`src/rtl/btc_pkg.sv`:
```
// shared types, constants and rounding and saturation helpers for the barometric trim compensation block
package btc_pkg;

	localparam int OUT_FRAC_BITS_DEF = 16;
	localparam int RAW_W             = 24;
	localparam int TEMP_W            = 24;
	localparam int PRES_W            = 27;
	localparam int CFG_DATA_W        = 48;
	localparam int ACC_W             = 58;
	localparam int RND_W             = 112;
	localparam int QUEUE_DEPTH       = 4;

	typedef logic signed [ACC_W-1:0] acc_t;

	localparam acc_t                  TEMP_HI  = acc_t'(2**(TEMP_W-1) - 1);
	localparam acc_t                  TEMP_LO  = acc_t'(-(2**(TEMP_W-1)));
	localparam logic [PRES_W-1:0]     PRES_MAX = '1;

	typedef enum logic [1:0] {
		CFG_TEMP_TRIM,
		CFG_PRES_TRIM_A,
		CFG_PRES_TRIM_B,
		CFG_PRES_TRIM_C
	} cfg_index_t;

	typedef struct packed {
		logic signed [7:0] t3;
		logic [15:0]       t2;
		logic [15:0]       t1;
	} temp_trim_t;

	typedef struct packed {
		logic signed [7:0]  p4;
		logic signed [7:0]  p3;
		logic signed [15:0] p2;
		logic signed [15:0] p1;
	} pres_trim_a_t;

	typedef struct packed {
		logic signed [7:0] p8;
		logic signed [7:0] p7;
		logic [15:0]       p6;
		logic [15:0]       p5;
	} pres_trim_b_t;

	typedef struct packed {
		logic signed [7:0]  p11;
		logic signed [7:0]  p10;
		logic signed [15:0] p9;
	} pres_trim_c_t;

	typedef struct packed {
		pres_trim_c_t c;
		pres_trim_b_t b;
		pres_trim_a_t a;
		temp_trim_t   t;
	} trim_t;

	// what the front hands to the pressure path
	typedef struct packed {
		logic signed [TEMP_W-1:0] temperature;
		logic signed [TEMP_W-1:0] temp_int;
		logic [RAW_W-1:0]         raw_pressure;
	} btc_item_t;

	// x / 2^sh, rounded to nearest with halves away from zero
	function automatic acc_t round_shift(input logic signed [RND_W-1:0] x, input int unsigned sh);
		logic signed [RND_W-1:0] sum;
		sum = x + (RND_W'(1) << (sh - 1));
		if (x[RND_W-1]) begin
			sum = sum - RND_W'(1);
		end
		sum = sum >>> sh;
		return acc_t'(sum);
	endfunction

	function automatic logic signed [TEMP_W-1:0] sat_temp(input acc_t v);
		logic signed [TEMP_W-1:0] r;
		if (v > TEMP_HI) begin
			r = {1'b0, {(TEMP_W-1){1'b1}}};
		end else if (v < TEMP_LO) begin
			r = {1'b1, {(TEMP_W-1){1'b0}}};
		end else begin
			r = TEMP_W'(v);
		end
		return r;
	endfunction

endpackage

```
`src/rtl/btc_if.sv`:
```
// channel interfaces: sample input, result output and trim register writes
interface btc_in_if;
	logic                       valid;
	logic                       ready;
	logic [btc_pkg::RAW_W-1:0] raw_temperature;
	logic [btc_pkg::RAW_W-1:0] raw_pressure;

	modport source(output valid, output raw_temperature, output raw_pressure, input ready);
	modport sink(input valid, input raw_temperature, input raw_pressure, output ready);
endinterface


```
`src/rtl/btc_front.sv`:
```
// front end: takes samples and works out compensated and internal temperature
module btc_front #(
	parameter int OUT_FRAC_BITS = btc_pkg::OUT_FRAC_BITS_DEF
) (
	input  logic                clk,
	input  logic                arst_n,
	input  btc_pkg::temp_trim_t trim,
	btc_in_if.sink              sample,
	output logic                push,
	output btc_pkg::btc_item_t  push_item,
	input  logic                queue_full
);
	import btc_pkg::*;

	logic en;
	logic v_s1, v_s2, v_s3, v_s4;

	logic signed [25:0]       d_s1;
	logic [RAW_W-1:0]         up_s1, up_s2, up_s3, up_s4;
	logic signed [42:0]       m1_s2;
	logic signed [51:0]       dd_s2;
	logic signed [61:0]       tnum_s3;
	logic signed [TEMP_W-1:0] tout_s4, tq_s4;

	logic signed [16:0] t2x;
	logic signed [59:0] ddt;

	assign en           = ~v_s4 | ~queue_full;
	assign sample.ready = en;
	assign push         = v_s4 & ~queue_full;
	assign push_item    = '{temperature: tout_s4, temp_int: tq_s4, raw_pressure: up_s4};

	assign t2x = $signed({1'b0, trim.t2});
	assign ddt = dd_s2 * trim.t3;

	always_ff @(posedge clk or negedge arst_n) begin
		if (!arst_n) begin
			v_s1 <= 1'b0;
			v_s2 <= 1'b0;
			v_s3 <= 1'b0;
			v_s4 <= 1'b0;
		end else if (en) begin
			v_s1 <= sample.valid;
			v_s2 <= v_s1;
			v_s3 <= v_s2;
			v_s4 <= v_s3;
		end
	end

	always_ff @(posedge clk) begin
		if (en) begin
			d_s1    <= $signed({2'b00, sample.raw_temperature}) - $signed({2'b00, trim.t1, 8'h00});
			up_s1   <= sample.raw_pressure;
			m1_s2   <= d_s1 * t2x;
			dd_s2   <= d_s1 * d_s1;
			up_s2   <= up_s1;
			tnum_s3 <= (62'(m1_s2) <<< 18) + 62'(ddt);
			up_s3   <= up_s2;
			tout_s4 <= sat_temp(round_shift(RND_W'(tnum_s3), 48 - OUT_FRAC_BITS));
			tq_s4   <= sat_temp(round_shift(RND_W'(tnum_s3), 32));
			up_s4   <= up_s3;
		end
	end

endmodule

```
`src/flat_wrapper.sv`:
```
// flat-port wrapper written by rule: the top's interface ports become plain ports
module btc_front_flat import btc_pkg::*;
#(
	parameter int OUT_FRAC_BITS = btc_pkg::OUT_FRAC_BITS_DEF
)
  (clk, arst_n, trim, push, push_item, queue_full, sample_valid, sample_raw_temperature, sample_raw_pressure, sample_ready);
  btc_in_if sample_i ();
  input  logic clk;
  input  logic arst_n;
  input  btc_pkg::temp_trim_t trim;
  output logic push;
  output btc_pkg::btc_item_t push_item;
  input  logic queue_full;
  input wire logic [$bits(sample_i.valid)-1:0] sample_valid;
  input wire logic [$bits(sample_i.raw_temperature)-1:0] sample_raw_temperature;
  input wire logic [$bits(sample_i.raw_pressure)-1:0] sample_raw_pressure;
  output wire logic [$bits(sample_i.ready)-1:0] sample_ready;
  assign sample_i.valid = sample_valid;
  assign sample_i.raw_temperature = sample_raw_temperature;
  assign sample_i.raw_pressure = sample_raw_pressure;
  assign sample_ready = sample_i.ready;
  btc_front #(.OUT_FRAC_BITS(OUT_FRAC_BITS)) u_core (.clk(clk), .arst_n(arst_n), .trim(trim), .sample(sample_i), .push(push), .push_item(push_item), .queue_full(queue_full));
endmodule
```
`config.mk`:
```
export PLATFORM = sky130hd
export DESIGN_NAME = btc_front_flat
export DESIGN_NICKNAME = d
export VERILOG_FILES = /design/src/rtl/btc_pkg.sv /design/src/rtl/btc_if.sv /design/src/rtl/btc_front.sv /design/src/flat_wrapper.sv
export SDC_FILE = /design/constraint.sdc
export NUM_CORES = 2
export LEC_CHECK = 0
export ABC_AREA = 1
export BUFFER_PORTS_ARGS = -buffer_cell sky130_fd_sc_hd__buf_2
export CAP_MARGIN = 10
export CORE_UTILIZATION = 34
export CTS_CLUSTER_SIZE = 14
export DETAILED_ROUTE_END_ITERATION = 6
export GPL_TIMING_DRIVEN = 1
export HOLD_SLACK_MARGIN = 0.02
export PLACE_DENSITY = 0.49
export SYNTH_ARGS = -nofsm -noshare
export SYNTH_HDL_FRONTEND = slang
export SYNTH_SLANG_ARGS = --single-unit
```
`constraint.sdc`:
```
create_clock -name clk -period 15.1 [get_ports clk]
set_clock_uncertainty 0.15 [all_clocks]
set_input_delay 0.755 -clock clk [delete_from_list [all_inputs] [get_ports clk]]
set_output_delay 0.755 -clock clk [all_outputs]
set_load 0.01 [all_outputs]
```
==> results by group <==
Status
  • Status: completed

Yosys
  • EDFF count, synth: between 200 and 300
  • Yosys warns: 0
  • Post-synth net total: approximately 9100
  • Main combinational cell family by area after synthesis: adder cells
  • Syn Area/Cell: 8.66 um2
  • Async S/R FF share, synth: 1.32%
  • Mux contribution to synthesized area: 0%
  • Synth Register Bits: 302
  • Count of cell types in the netlist: 53
  • Top cells by count, synth: inv_1, nand2_1, fa_1, ha_1, edfxtp_1
  • Top-area cell type share of the netlist area: 43.0%
  • Register area share after synthesis: 14.3%
  • Area leader, netlist: fa_1
  • Post-synth top flop: edfxtp_1
  • Cell Area, Synth: 63300 um2
  • Post-synthesis xor/xnor area fraction: under 10%
  • Synth Area in Adders: about half
  • Synthesized instance count: 7310
  • Simple-Gate Fraction of Synth Area: 13.8%
  • Top cells by area, synth: fa_1, edfxtp_1, inv_1
  • Synth Area in Compound Gates: between 4 and 5%
  • Dominant cell by count in the synthesized netlist: inv_1

Placement
  • Gpl congestion: 0.878
  • Port-buffer cells: ~170
  • Hpwl dp: 136000 um

Layout
  • Layout cells sized above 1: 5.37%
  • Final nets: 9078
  • Layout area overhead: 6.92%
  • # fillers: 19049

Global routing
  • All-Layer GR Usage: 18.1%
  • Largest net degree at the start of global routing: 77
  • First-pass GRT wire length: 267000 um
  • Global route overflow: 0
  • Vias in the first global route: 48582
  • Initial antenna violation count: 4

CTS
  • TritonCTS clock tree: yes
  • CTS Sinks: 302
  • Clk slew on worst S/H paths: 0.06 ns
  • Root Buffer: clkbuf_16
  • Clock latency on the worst-skew pair: 0.65 ns
  • Max Root-Sink Buffers: 3
  • H-tree levels: 2
  • Number of CTS-inserted buffers: 41

Critical path
  • Worst Setup Start Kind: register
  • CP required: 15.38 ns
  • Crit-path max FO: a little over 40
  • CP Data Arrival Time: between 8 and 9 ns
  • Crit. End Element: register
  • Crit Path Class: register to register

Routing
  • Avg WL per Cell: approximately 17 um
  • 1st-iter DRT viols: between 2000 and 2500
  • DR vias/cell: 4.52
  • DRC: 0
  • Post-Route WL: 164000 um
  • Final ANT Viol Nets: 0
  • Vias: 44168
  • Drt pass-1 iters: 5

STA
  • Setup violators final: 0
  • Final Hold Viols: 0
  • Final setup TNS: 0 ns
  • RSZ-0062 raised after global routing: no
  • Final period utilization: roughly half
  • Rel. slew slack: 26.3%
  • Fin Hold WS: 0.133 ns
  • Slew @ Worst Pin: about 1.1 ns
  • Final Max Slew Viols: 0
  • Max Clock Freq: ~130 MHz
  • Fin crit period: 7.72 ns

Floorplanning
  • I/O pin total: 166
  • Number of cell rows: about 160
  • Die height: 433 um
  • Starting Density: 34.4%
  • Core area: approximately 180000 um2
  • Die ar.: 188000 um2
  • Width of the die: ~430 um

Job
  • Max-capacitance violation count: 0

Hold path
  • Hold Path Class: primary input to register
sequential cells by signal, summed over array words and instances, names as in the netlist:
name            cells
u_core.up_s3       24
u_core.v_s1         1
u_core.up_s4       24
u_core.up_s1       24
u_core.v_s3         1
u_core.m1_s2       42
u_core.dd_s2       49
u_core.v_s2         1
u_core.v_s4         1
u_core.d_s1        25
u_core.up_s2       24
u_core.tout_s4     24
u_core.tnum_s3     62
cells in the final DEF, fill, tap and decap left out, types with 5 or more instances in the layout:
master and n:
buf_4 40, clkinv_1 6, xnor2_1 74, nand3_1 79
clkinvlp_4 5, a21o_1 20, clkbuf_16 41, nor2_4 12
nor4_1 16, edfxtp_1 298, nand4_1 26, inv_1 2199
a31oi_1 45, clkbuf_1 6, o21a_1 10, xor2_1 129
nor2_2 15, a211oi_1 7, o211ai_1 8, buf_2 165
a221oi_1 7, nor2_1 290, ha_1 358, and3_1 6
nand2_1 1581, nand2_2 16, o21bai_1 16, nand3b_1 9
a21boi_0 8, o21ai_0 116, inv_2 7, nor3_1 22
o221ai_1 5, a21oi_1 191, fa_1 1358, or2_2 55
nand3_2 6
through the flow:
stage / utilization [%] / setup slack, ns / std cells / area, um2
2_1_floorplan: - / 6.93 / 7310 / 63300
3_3_place_gp: 36.0 / 7.27 / 9690 / 66300
3_5_place_dp: 36.0 / 7.33 / 9690 / 66300
4_1_cts: 36.8 / 7.31 / 9767 / 67700
5_1_grt: 36.8 / 6.92 / 9767 / 67700
6_report: 36.8 / 7.38 / 9768 / 67700
cells by family after synthesis:
family          after synthesis
compound gates              447
xor+xnor                    203
fa+ha+maj                  1716
buf+inv                    2496
flops                       302
other cells                   2
simple gates               2144
cell type report:
cell class	instances	area, um2	share of cell area (%)
inverters	2207	8280	12.2
clock inverters	29	314	0.464
flip-flops and latches	302	9050	13.4
well taps	2464	3080	4.56
diodes	1	2.50	0.00370
clock buffers	47	1050	1.55
repair buffers	206	1140	1.68
multi-input cells	4512	44700	66.1
path summary, 6_finish.rpt:
check | startpoint | to | slack (ns) | cells after the start
max | u_core.d_s1[10] | u_core.dd_s2[42] | 7.38 | 26
min reg2reg | u_core.up_s3[10] | u_core.up_s4[10] | 0.27 | 0
max reg2reg | u_core.d_s1[10] | u_core.dd_s2[42] | 7.38 | 26
max in group asynchronous | arst_n | u_core.v_s3 | 14.37 | 2
min | sample_raw_temperature[5] | u_core.d_s1[5] | 0.13 | 1
min in group asynchronous | arst_n | u_core.v_s2 | 0.31 | 2
worst max-delay path, stage by stage, from the launching register on:
cell	delay [ns]
edfxtp_1	0.32
buf_4	0.54
inv_1	0.30
fa_1	0.56
fa_1	0.55
inv_1	0.05
fa_1	0.52
inv_1	0.06
fa_1	0.53
inv_1	0.05
fa_1	0.45
fa_1	0.50
inv_1	0.05
fa_1	0.47
inv_1	0.04
ha_1	0.36
nand2_1	0.15
nor2_1	0.16
inv_1	0.06
nor3_1	0.13
inv_1	0.07
o21ai_0	0.15
a21oi_1	0.13
o21ai_0	0.33
nand3_1	0.15
o21ai_0	0.33
xor2_1	0.33
per-layer routing:
metal | share of wire [%] | routed length (um) | global-route usage, % | vias to the layer above
li1 | - | - | - | 20896
met1 | 47 | 76700 | 24.7 | 22425
met2 | 48 | 78900 | 31.2 | 714
met3 | 3.5 | 5740 | 2.09 | 133
met4 | 1.6 | 2630 | 2.90 | 0
met5 | 0 | 0 | 0 | -
repair_timing:
item                      CTS  global route
setup buffers               0             0
gates resized for setup     0             0
hold buffers                1             0
hold endpoints to repair    4             0
Power is left out: the tool's default activity adds up to more than one toggle a clock period on the data nets, which glitch-free logic cannot reach.
