## src/rtl/btc_pkg.sv

```systemverilog
// shared types, constants and rounding and saturation helpers for the barometric trim compensation block
package btc_pkg;

	localparam int OUT_FRAC_BITS_DEF = 16;
	localparam int RAW_W             = 24;
	localparam int TEMP_W            = 24;
	localparam int PRES_W            = 27;
	localparam int CFG_DATA_W        = 48;
	localparam int ACC_W             = 58;
	localparam int RND_W             = 112;
	localparam int QUEUE_DEPTH       = 4;

	typedef logic signed [ACC_W-1:0] acc_t;

	localparam acc_t                  TEMP_HI  = acc_t'(2**(TEMP_W-1) - 1);
	localparam acc_t                  TEMP_LO  = acc_t'(-(2**(TEMP_W-1)));
	localparam logic [PRES_W-1:0]     PRES_MAX = '1;

	typedef enum logic [1:0] {
		CFG_TEMP_TRIM,
		CFG_PRES_TRIM_A,
		CFG_PRES_TRIM_B,
		CFG_PRES_TRIM_C
	} cfg_index_t;

	typedef struct packed {
		logic signed [7:0] t3;
		logic [15:0]       t2;
		logic [15:0]       t1;
	} temp_trim_t;

	typedef struct packed {
		logic signed [7:0]  p4;
		logic signed [7:0]  p3;
		logic signed [15:0] p2;
		logic signed [15:0] p1;
	} pres_trim_a_t;

	typedef struct packed {
		logic signed [7:0] p8;
		logic signed [7:0] p7;
		logic [15:0]       p6;
		logic [15:0]       p5;
	} pres_trim_b_t;

	typedef struct packed {
		logic signed [7:0]  p11;
		logic signed [7:0]  p10;
		logic signed [15:0] p9;
	} pres_trim_c_t;

	typedef struct packed {
		pres_trim_c_t c;
		pres_trim_b_t b;
		pres_trim_a_t a;
		temp_trim_t   t;
	} trim_t;

	// what the front hands to the pressure path
	typedef struct packed {
		logic signed [TEMP_W-1:0] temperature;
		logic signed [TEMP_W-1:0] temp_int;
		logic [RAW_W-1:0]         raw_pressure;
	} btc_item_t;

	// x / 2^sh, rounded to nearest with halves away from zero
	function automatic acc_t round_shift(input logic signed [RND_W-1:0] x, input int unsigned sh);
		logic signed [RND_W-1:0] sum;
		sum = x + (RND_W'(1) << (sh - 1));
		if (x[RND_W-1]) begin
			sum = sum - RND_W'(1);
		end
		sum = sum >>> sh;
		return acc_t'(sum);
	endfunction

	function automatic logic signed [TEMP_W-1:0] sat_temp(input acc_t v);
		logic signed [TEMP_W-1:0] r;
		if (v > TEMP_HI) begin
			r = {1'b0, {(TEMP_W-1){1'b1}}};
		end else if (v < TEMP_LO) begin
			r = {1'b1, {(TEMP_W-1){1'b0}}};
		end else begin
			r = TEMP_W'(v);
		end
		return r;
	endfunction

endpackage

```

## src/rtl/btc_queue.sv

```systemverilog
// short queue between the temperature front end and the pressure back end
module btc_queue (
	input  logic               clk,
	input  logic               arst_n,
	input  logic               push,
	input  btc_pkg::btc_item_t push_item,
	output logic               full,
	input  logic               pop,
	output btc_pkg::btc_item_t pop_item,
	output logic               empty
);
	import btc_pkg::*;

	localparam int AW = $clog2(QUEUE_DEPTH);
	localparam int CW = $clog2(QUEUE_DEPTH + 1);

	btc_item_t        slot_q [QUEUE_DEPTH];
	logic [AW-1:0]    wr_q, rd_q;
	logic [CW-1:0]    cnt_q;
	logic             do_push, do_pop;

	assign full     = cnt_q == CW'(QUEUE_DEPTH);
	assign empty    = cnt_q == '0;
	assign do_push  = push & ~full;
	assign do_pop   = pop & ~empty;
	assign pop_item = slot_q[rd_q];

	always_ff @(posedge clk or negedge arst_n) begin
		if (!arst_n) begin
			wr_q  <= '0;
			rd_q  <= '0;
			cnt_q <= '0;
		end else begin
			if (do_push) begin
				wr_q <= (wr_q == AW'(QUEUE_DEPTH - 1)) ? '0 : wr_q + 1'b1;
			end
			if (do_pop) begin
				rd_q <= (rd_q == AW'(QUEUE_DEPTH - 1)) ? '0 : rd_q + 1'b1;
			end
			if (do_push && !do_pop) begin
				cnt_q <= cnt_q + 1'b1;
			end else if (do_pop && !do_push) begin
				cnt_q <= cnt_q - 1'b1;
			end
		end
	end

	always_ff @(posedge clk) begin
		if (do_push) begin
			slot_q[wr_q] <= push_item;
		end
	end

endmodule

```

## config.mk

```make
export PLATFORM = sky130hd
export DESIGN_NAME = btc_queue
export DESIGN_NICKNAME = d
export VERILOG_FILES = /design/src/rtl/btc_pkg.sv /design/src/rtl/btc_queue.sv
export SDC_FILE = /design/constraint.sdc
export NUM_CORES = 1
export LEC_CHECK = 0
export ABC_AREA = 1
export BUFFER_PORTS_ARGS = -buffer_cell sky130_fd_sc_hd__buf_2
export CAP_MARGIN = 20
export CELL_PAD_IN_SITES_DETAIL_PLACEMENT = 0
export CELL_PAD_IN_SITES_GLOBAL_PLACEMENT = 1
export CORE_AREA = 2 2 155 157
export CTS_BUF_LIST = sky130_fd_sc_hd__clkbuf_4 sky130_fd_sc_hd__clkbuf_8
export DETAILED_ROUTE_END_ITERATION = 16
export DIE_AREA = 0 0 157 159
export PLACE_DENSITY_LB_ADDON = 0.1
export SLEW_MARGIN = 30
export SYNTH_ARGS = -nofsm -noshare
export SYNTH_HDL_FRONTEND = slang
export SYNTH_SLANG_ARGS = --single-unit
```

## constraint.sdc

```tcl
create_clock -name clk -period 6.59 [get_ports clk]
set_input_delay 1.318 -clock clk [delete_from_list [all_inputs] [get_ports clk]]
set_output_delay 1.318 -clock clk [all_outputs]
set_load 0.02 [all_outputs]
```

==> flow_summary.yaml, run 1 <==
sta:
  grt_setup_unrepaired: "no"
  setup_viol: 0
  worstMarginPinSlew_ps: 953
  min_period_over_period_pct: 59.9
  drv_slew: 0
  setup_tns_ps: 0
  fin_skew_ps: 25.4
  fmaxAchievable_ghz: 0.253
  fin_crit_ps: 3950
  relSlewSlack_pct: 36.4
  finalHoldViolCount: 0
critical_path:
  cp_slowest_stage_delay_ps: 880
  critical_path.cell_chain: "buf_4, o211ai_1, nand2_1, buf_2"
  crit_fanout: 62
  crit_type: "reg -> out"
  arrival_ps: 2630
  slowest_stage: "dfrtp_4"
  cp.required_ps: 5270
  crit_family: "flip-flops"
  cp-start-kind: "flop"
  cp_num_buf_inv: 2
  end_kind: "output pin"
clocking:
  post_cts_buffers: 0
  ctsHoldBuffers: 0
  cts-resized-gates: 0
  clk_latency_ps: 540
  cts_tree: "yes"
  cts.sinks: 295
  ctsRootBufferMaster: "clkbuf_8"
  cts_made_buffers: 47
  clk_path_buf_depth: 3
  htreeDepth: 2
  clkTransAtPathRegs_ps: 60
synthesis:
  yosysWarnings: 0
  synth_area_leaders: "edfxtp_1 (72%), nand2_1 (7.2%), o211ai_1 (5.8%)"
  ys_ff_latch: 295
  synth_top_cell_area_share_pct: 71.5
  synth_cell_types: 17
  synth_area_mm2: 0.0121
  syn_nets: 983
  syn_area_per_cell_um2: 13.4
  synth-seq-area-share_pct: 73.0
  synthCells: 900
  synth_top_area_cell: "edfxtp_1"
worst_hold_path:
  hp-class: "reg -> reg"
die:
  die_h_um: 159
  fp.coreArea_mm2: 0.0232
  rows: 56
  die_w_um: 157
  die_area_mm2: 0.0250
  start_util_pct: 52.1
  io_pins: 150
drt:
  drtIter0Drc: 350
  dr.pass1.iters: 4
  avgViaCountPerCell: 4.91
  route.detailed.drc: 0
  wire_per_inst_um: 15.9
  vias: 6945
  drt_wl_total_mm: 22.6
  drtAntennaViolNets: 0
layout:
  drive_gt1_share_pct: 26.5
  nets: 1144
  num-fill-cells: 1861
  layoutNonFillerInstCount: 1415
  syn_to_final_growth_pct: 15.8
power:
  powerDensity_mw_per_mm2: 460
  p_leak_nw: 5.67
  vdd_ir_drop_max_mv: 0.317
global_routing:
  grt_start_max_net_pins: 118
  grt_pass1_vias: 6709
  grt_usage_pct: 18.3
  antenna_found_initial: 4
  grt_overflow: 0
  grt_pass1_wl_mm: 35.2
placement:
  place_congestion: 0.705
  dp_hpwl_mm: 12.6
  io_buffers: 149
  dp.cells: 1331
job:
  drv_cap: 0
run_status:
  run_status: "complete, no violations"
[routing by layer]
layer	up-vias	wire length, µm	GRT usage (%)
met3	46	1280	5.09
met2	155	11000	30.3
li1	3450	-	-
met1	3288	9880	23.7
met5	-	34	0
met4	6	404	5.13
[sequential cells by signal, summed over array words and instances, names as in the netlist]
register and cells:
cnt_q 3, slot_q 288, wr_q 2, rd_q 2
[power by group]
part | total, mW | switching (mW) | internal [mW]
clock | 1.52 | 0.661 | 0.860
combinational | 2.30 | 1.60 | 0.697
sequential | 2.62 | 0.152 | 2.47
[through the flow]
| stage | hold slack, ps | cell area (µm²) | setup WS, ps | util [%] | total power, mW |
|---|---|---|---|---|---|
| finish | 500 | 14000 | 2640 | 60.4 | 6.44 |
| global route | 542 | 14000 | 2430 | 60.3 | 6.85 |
| global placement | 483 | 13100 | 2970 | 56.3 | 4.98 |
| detailed placement | 493 | 13100 | 2930 | 56.3 | 5.01 |
| CTS | 505 | 14000 | 2590 | 60.3 | 6.55 |
| floorplan | 463 | 12100 | 1620 | - | 4.35 |
[layout make-up]
class | instances | area (µm²) | share of cell area [%]
flip-flops and latches | 295 | 8830 | 63.1
multi-input cells | 398 | 2400 | 17.2
repair buffers | 159 | 833 | 5.95
clock buffers | 65 | 801 | 5.72
inverters | 160 | 603 | 4.31
well taps | 319 | 399 | 2.85
clock inverters | 16 | 124 | 0.885
diodes | 3 | 7.51 | 0.0536
[final timing paths]
path | from | endpoint | slack [ps] | depth (start not counted)
max in group asynchronous | arst_n | rd_q[1]$_DFFE_PN0P_ | 5790 | 1
min in group asynchronous | arst_n | wr_q[0]$_DFFE_PN0P_ | 620 | 1
worst min-delay path | cnt_q[2]$_DFFE_PN0P_ | cnt_q[2]$_DFFE_PN0P_ | 500 | 2
worst max register to register | cnt_q[0]$_DFFE_PN0P_ | slot_q[0][36]$_DFFE_PP_ | 3810 | 5
worst min register to register | cnt_q[2]$_DFFE_PN0P_ | cnt_q[2]$_DFFE_PN0P_ | 500 | 2
worst max-delay path | rd_q[0]$_DFFE_PN0P_ | pop_item[51] | 2640 | 4
[logic make-up (layout without fill, tap and decap cells)]
kind of cell,after synthesis,in the layout,synth area share [%]
flops,295,295,73.0
compound gates,145,145,11.1
buf+inv,207,400,7.41
simple gates,245,245,7.70
fa+ha+maj,7,7,0.786
other cells,0,3,0
xor+xnor,1,1,0.0725
[worst reg2reg max path: stages (launching register included)]
cell	delay, ps
dfrtp_1	410
inv_1	70
nand3_1	130
nand2_1	300
nor2_4	730
buf_4	700
[cell usage after synthesis]
cell type,number
dfrtp_1,7
clkbuf_1,7
nand3_1,7
inv_2,1
edfxtp_1,288
fa_1,1
nand2_1,231
o211ai_2,50
ha_1,6
buf_6,11
xnor2_1,1
o21ai_0,1
nor2_1,6
inv_1,159
buf_2,29
nand4_1,1
o211ai_1,94
[layout by cell type (no fill, tap or decap), types with 2 or more instances in the layout]
cell type	Yosys	final
edfxtp_1	288	288
nand2_1	231	231
inv_1	159	159
buf_2	29	149
o211ai_1	94	94
o211ai_2	50	50
clkbuf_8	0	50
clkbuf_4	0	15
buf_4	0	9
nand3_1	7	7
clkinv_1	0	7
ha_1	6	6
clkinv_2	0	6
dfrtp_1	7	5
nor2_4	0	4
diode_2	0	3
nor2_1	6	2
bufinv_16	0	2
dfrtp_4	0	2
Note: power is estimated with default switching activity, not from simulation.
==> inputs of run 2 (changes only) <==
Settings changed: CORE_AREA 2 2 155 157 to 2 2 169 171, DIE_AREA 0 0 157 159 to 0 0 171 173.
Clock period 6.59 ns to 3.4 ns, I/O delays scaled along.
==> run 2 against run 1 <==
- register-to-register slack got worse by 2600 ps
- clock skew fell by 13 ps
- via count is 0.88% higher
- largest cell class unchanged
- highest routed layer unchanged
==> flow_summary.yaml, run 2 (synthesis results as in run 1) <==
run_status:
  run_status: "complete, no violations"
die:
  io_pins: 150
  die_w_um: 171
  start_util_pct: 43.8
  die_h_um: 173
  die_area_mm2: 0.0296
  fp.coreArea_mm2: 0.0276
  rows: 61
global_routing:
  antenna_found_initial: 3
  grt_usage_pct: 16.8
  grt_start_max_net_pins: 87
  grt_pass1_vias: 6998
  grt_overflow: 0
  grt_pass1_wl_mm: 38.5
worst_hold_path:
  hp-class: "in -> reg"
  holdPathStages: 1
  hold_end: "slot_q[2][42]$_DFFE_PP_"
  min_from: "push_item[42]"
clocking:
  cts_made_buffers: 49
  ctsRootBufferMaster: "clkbuf_8"
  htreeDepth: 2
  clkTransAtPathRegs_ps: 60
  cts-resized-gates: 0
  cts.sinks: 295
  clk_path_buf_depth: 3
  clk_latency_ps: 550
  cts_tree: "yes"
sta:
  relSlewSlack_pct: 51.2
  finalHoldViolCount: 0
  fin_crit_ps: 3000
  drv_slew: 0
  min_period_over_period_pct: 88.1
  fmaxAchievable_ghz: 0.334
  worstMarginPinSlew_ps: 732
  setup_viol: 0
  grt_setup_unrepaired: "no"
  fin_skew_ps: 12.5
  setup_tns_ps: 0
  setup_ws_ps: 405
critical_path:
  crit_fanout: 39
  cp-start-kind: "flop"
  crit_type: "reg -> out"
  reg2reg_slack_ps: 1180
  r2r_end: "cnt_q[1]$_DFFE_PN0P_"
  arrival_ps: 2320
  cp.required_ps: 2720
  r2r_start: "cnt_q[0]$_DFFE_PN0P_"
  end_kind: "output pin"
  worstRegToRegCells: 9
layout:
  syn_to_final_growth_pct: 17.5
  layoutNonFillerInstCount: 1487
  num-fill-cells: 2490
  final_area_mm2: 0.0142
  final_cell_mix: "edfxtp_1 (288), nand2_1 (231), inv_1 (159), buf_2 (149), o211ai_1 (94)"
  top_regs: "slot_q x288, cnt_q x3"
  nets: 1152
  drive_gt1_share_pct: 27.0
  largest_reg_flops: 288
  final_common_cell: "edfxtp_1"
  utilization_pct: 51.4
  largest-register: "slot_q"
drt:
  dr.pass1.iters: 4
  wire_per_inst_um: 16.3
  vias: 7006
  route.detailed.drc: 0
  avgViaCountPerCell: 4.71
  drtAntennaViolNets: 0
  drt_wl_total_mm: 24.2
  drtIter0Drc: 401
placement:
  dpl_cell_area_mm2: 0.0132
  dp_hpwl_mm: 14.0
  dp_slack_ps: 932
  place_congestion: 0.727
  dp.cells: 1395
  io_buffers: 149
power:
  vdd_ir_drop_max_mv: 0.470
  p_int_mw: 7.89
  pwr-share-comb_pct: 35.8
  swShare_pct: 37.6
  power_frac_clock_pct: 23.5
  powerDensity_mw_per_mm2: 890
  p_leak_nw: 5.74
  power_frac_seq_pct: 40.8
  p_sw_mw: 4.76
job:
  drv_cap: 0
## run 2: changes by cell type in the layout (fill, tap and decap cells not counted), moves of 2 or more
cell	change
clkbuf_4	+4
clkbuf_8	+4
buf_12	+5
clkinv_2	-2
bufinv_16	-2
clkinv_1	+4
## run 2: routing by layer
layer	share of wire (%)	vias up	GRT usage [%]	routed length [µm]
met2	47	163	26.9	11400
li1	-	3475	-	-
met5	0.054	-	0	13
met3	5.9	46	4.39	1430
met1	45	3320	22.5	10900
met4	1.7	2	4.73	423
## run 2: how the worst max path moves through the flow
| stage | from | end | slack, ps | depth (start not counted) |
|---|---|---|---|---|
| global route | rd_q[0]$_DFFE_PN0P_ | pop_item[48] | 220 | 5 |
| finish | rd_q[1]$_DFFE_PN0P_ | pop_item[48] | 400 | 5 |
| global placement | rd_q[0]$_DFFE_PN0P_ | pop_item[65] | 950 | 5 |
| floorplan | push | slot_q[0][0]$_DFFE_PP_ | -930 | 2 |
| detailed placement | rd_q[1]$_DFFE_PN0P_ | pop_item[48] | 930 | 5 |
| CTS | rd_q[1]$_DFFE_PN0P_ | pop_item[48] | 340 | 5 |
## run 2: area by class of cell
type / count / area, µm² / share of cell area, %
antenna: 2 / 5.00 / 0.0352
clock buffer: 73 / 886 / 6.23
clock inverter: 16 / 68.8 / 0.484
inverter: 160 / 603 / 4.24
multi-input combinational: 398 / 2400 / 16.9
sequential: 295 / 8830 / 62.1
tap: 378 / 473 / 3.33
timing repair buffer: 165 / 943 / 6.64
## run 2: power groups by stage
stage | combinational (mW) | clock, mW | sequential (mW)
floorplan | 3.36 | 0 | 5.07
finish | 4.52 | 2.97 | 5.15
global placement | 4.63 | 0 | 5.23
global route | 5.03 | 3.25 | 5.23
detailed placement | 4.65 | 0 | 5.24
CTS | 4.66 | 3.06 | 5.17
## run 2: through the flow
step | total power, mW | hold WS [ps]
after floorplan | 8.43 | 384
after global placement | 9.86 | 486
after detailed placement | 9.89 | 492
after CTS | 12.9 | 306
after global routing | 13.5 | 304
final | 12.6 | 343
## run 2: critical path: stages, from the launching register on
cell and delay, ps:
dfrtp_4 720, inv_4 150, buf_4 430, o211ai_1 180, nand2_1 100, buf_2 170
## run 2: timing repair
action | in CTS | in global routing
buffers inserted | 0 | 0
hold buffers | 1 | 0
hold endpoints to repair | 7 | 0
==> inputs of run 3 (changes only) <==
Settings changed: CORE_AREA 2 2 169 171 to 2 2 171 173, CTS_BUF_LIST sky130_fd_sc_hd__clkbuf_4 sky130_fd_sc_hd__clkbuf_8 to default, DIE_AREA 0 0 171 173 to 0 0 173 175.
==> run 3 against run 2 <==
- worst hold slack better by 3.7 ps
- largest cell class unchanged
- wire length is 2.5% lower
- critical endpoint is now pop_item[63]
- core utilization is 0.72 points lower
- combinational power is 3% higher
- highest routed layer unchanged
- clock-buffer cell count is 35 lower
==> flow_summary.yaml, run 3 (synthesis results as in run 1) <==
run_status:
  run_status: "complete, no violations"
layout:
  final_common_cell: "edfxtp_1"
  top_regs: "slot_q x288, cnt_q x3"
  syn_to_final_growth_pct: 19.1
  num-fill-cells: 2498
  final_area_mm2: 0.0144
  layoutNonFillerInstCount: 1469
  largest_reg_flops: 288
  nets: 1141
  final_cell_mix: "edfxtp_1 (288), nand2_1 (231), inv_1 (159), buf_2 (149), o211ai_1 (94)"
  largest-register: "slot_q"
  drive_gt1_share_pct: 25.1
die:
  rows: 62
  io_pins: 150
  start_util_pct: 42.6
  die_area_mm2: 0.0303
  die_w_um: 173
  die_h_um: 175
  fp.coreArea_mm2: 0.0284
critical_path:
  startpoint: "rd_q[0]$_DFFE_PN0P_"
  crit_fanout: 57
  r2r_end: "slot_q[0][24]$_DFFE_PP_"
  crit_type: "reg -> out"
  end_kind: "output pin"
  reg2reg_slack_ps: 1290
  cp-start-kind: "flop"
  arrival_ps: 2280
  cp.required_ps: 2720
  crit_end: "pop_item[63]"
  r2r_start: "cnt_q[0]$_DFFE_PN0P_"
  worstRegToRegCells: 5
clocking:
  clkTransAtPathRegs_ps: 60
  cts.sinks: 295
  cts_made_buffers: 31
  cts-resized-gates: 0
  clk_latency_ps: 540
  htreeDepth: 1
  ctsRootBufferMaster: "clkbuf_16"
  post_cts_buffers: 0
  ctsHoldBuffers: 1
  cts_tree: "yes"
  clk_path_buf_depth: 3
sta:
  finalHoldViolCount: 0
  drv_slew: 0
  relSlewSlack_pct: 53.5
  fin_skew_ps: 9.74
  min_period_over_period_pct: 87.1
  worstMarginPinSlew_ps: 697
  grt_setup_unrepaired: "no"
  fin_crit_ps: 2960
  fmaxAchievable_ghz: 0.338
  setup_viol: 0
  setup_tns_ps: 0
drt:
  avgViaCountPerCell: 4.71
  dr.pass1.iters: 5
  route.detailed.drc: 0
  drtIter0Drc: 445
  vias: 6921
  drt_wl_total_mm: 23.6
  drtAntennaViolNets: 0
  wire_per_inst_um: 16.1
placement:
  dp.cells: 1408
  dpl_cell_area_mm2: 0.0133
  place_congestion: 0.677
  io_buffers: 149
  dp_hpwl_mm: 13.7
global_routing:
  grt_usage_pct: 15.8
  grt_pass1_wl_mm: 37.4
  grt_pass1_vias: 6753
  grt_start_max_net_pins: 73
  antenna_found_initial: 4
  grt_overflow: 0
power:
  vdd_ir_drop_max_mv: 0.527
  powerDensity_mw_per_mm2: 921
  power_mw: 13.3
  p_leak_nw: 5.78
worst_hold_path:
  hp-class: "in -> reg"
job:
  drv_cap: 0
==> run 3: report_power, final <==
group | internal (mW) | leakage (nW) | switching (mW)
registers | 4.78 | 2.72 | 0.315
logic | 1.50 | 2.54 | 3.16
clock network | 2.19 | 0.515 | 1.32
==> run 3: worst min-delay path by stage <==
stage,endpoint,cells past startpoint,start
detailed placement,cnt_q[2]$_DFFE_PN0P_,2,cnt_q[2]$_DFFE_PN0P_
finish,slot_q[3][54]$_DFFE_PP_,1,push_item[54]
CTS,slot_q[2][38]$_DFFE_PP_,1,push_item[38]
floorplan,cnt_q[0]$_DFFE_PN0P_,0,arst_n
global placement,cnt_q[2]$_DFFE_PN0P_,2,cnt_q[2]$_DFFE_PN0P_
global route,slot_q[3][54]$_DFFE_PP_,1,push_item[54]
==> run 3: final cells by class <==
| class | count | area, µm² | share of cell area (%) |
|---|---|---|---|
| Clock inverter | 19 | 268 | 1.86 |
| Timing Repair Buffer | 172 | 1010 | 7.00 |
| Sequential cell | 295 | 8830 | 61.3 |
| Antenna cell | 3 | 7.51 | 0.0521 |
| Multi-Input combinational cell | 398 | 2400 | 16.7 |
| Tap cell | 384 | 480 | 3.34 |
| Clock buffer | 38 | 802 | 5.57 |
| Inverter | 160 | 603 | 4.19 |
==> run 3: stage by stage <==
step           hold slack (ps)  worst slack (ps)  util (%)
6_report                   347               440      50.7
5_1_grt                    323               228      50.7
4_1_cts                    318               378      50.7
3_5_place_dp               487               978      46.9
3_3_place_gp               480              1000      46.9
2_1_floorplan              384              -934         -
==> run 3: worst max-delay path, cell delays in order, from the launching register on <==
cell and delay (ps):
dfrtp_4 880, buf_4 420, nand2_1 90, o211ai_1 90, nand2_1 80, buf_2 170
==> run 3: routing by layer <==
metal	share of wire, %	global-route usage, %	vias to the layer above	wire, µm
met5	0.055	0	-	13
met4	1.7	3.99	2	402
met2	46	25.4	145	10800
met3	5.6	3.46	32	1330
li1	-	-	3444	-
met1	47	21.9	3298	11000
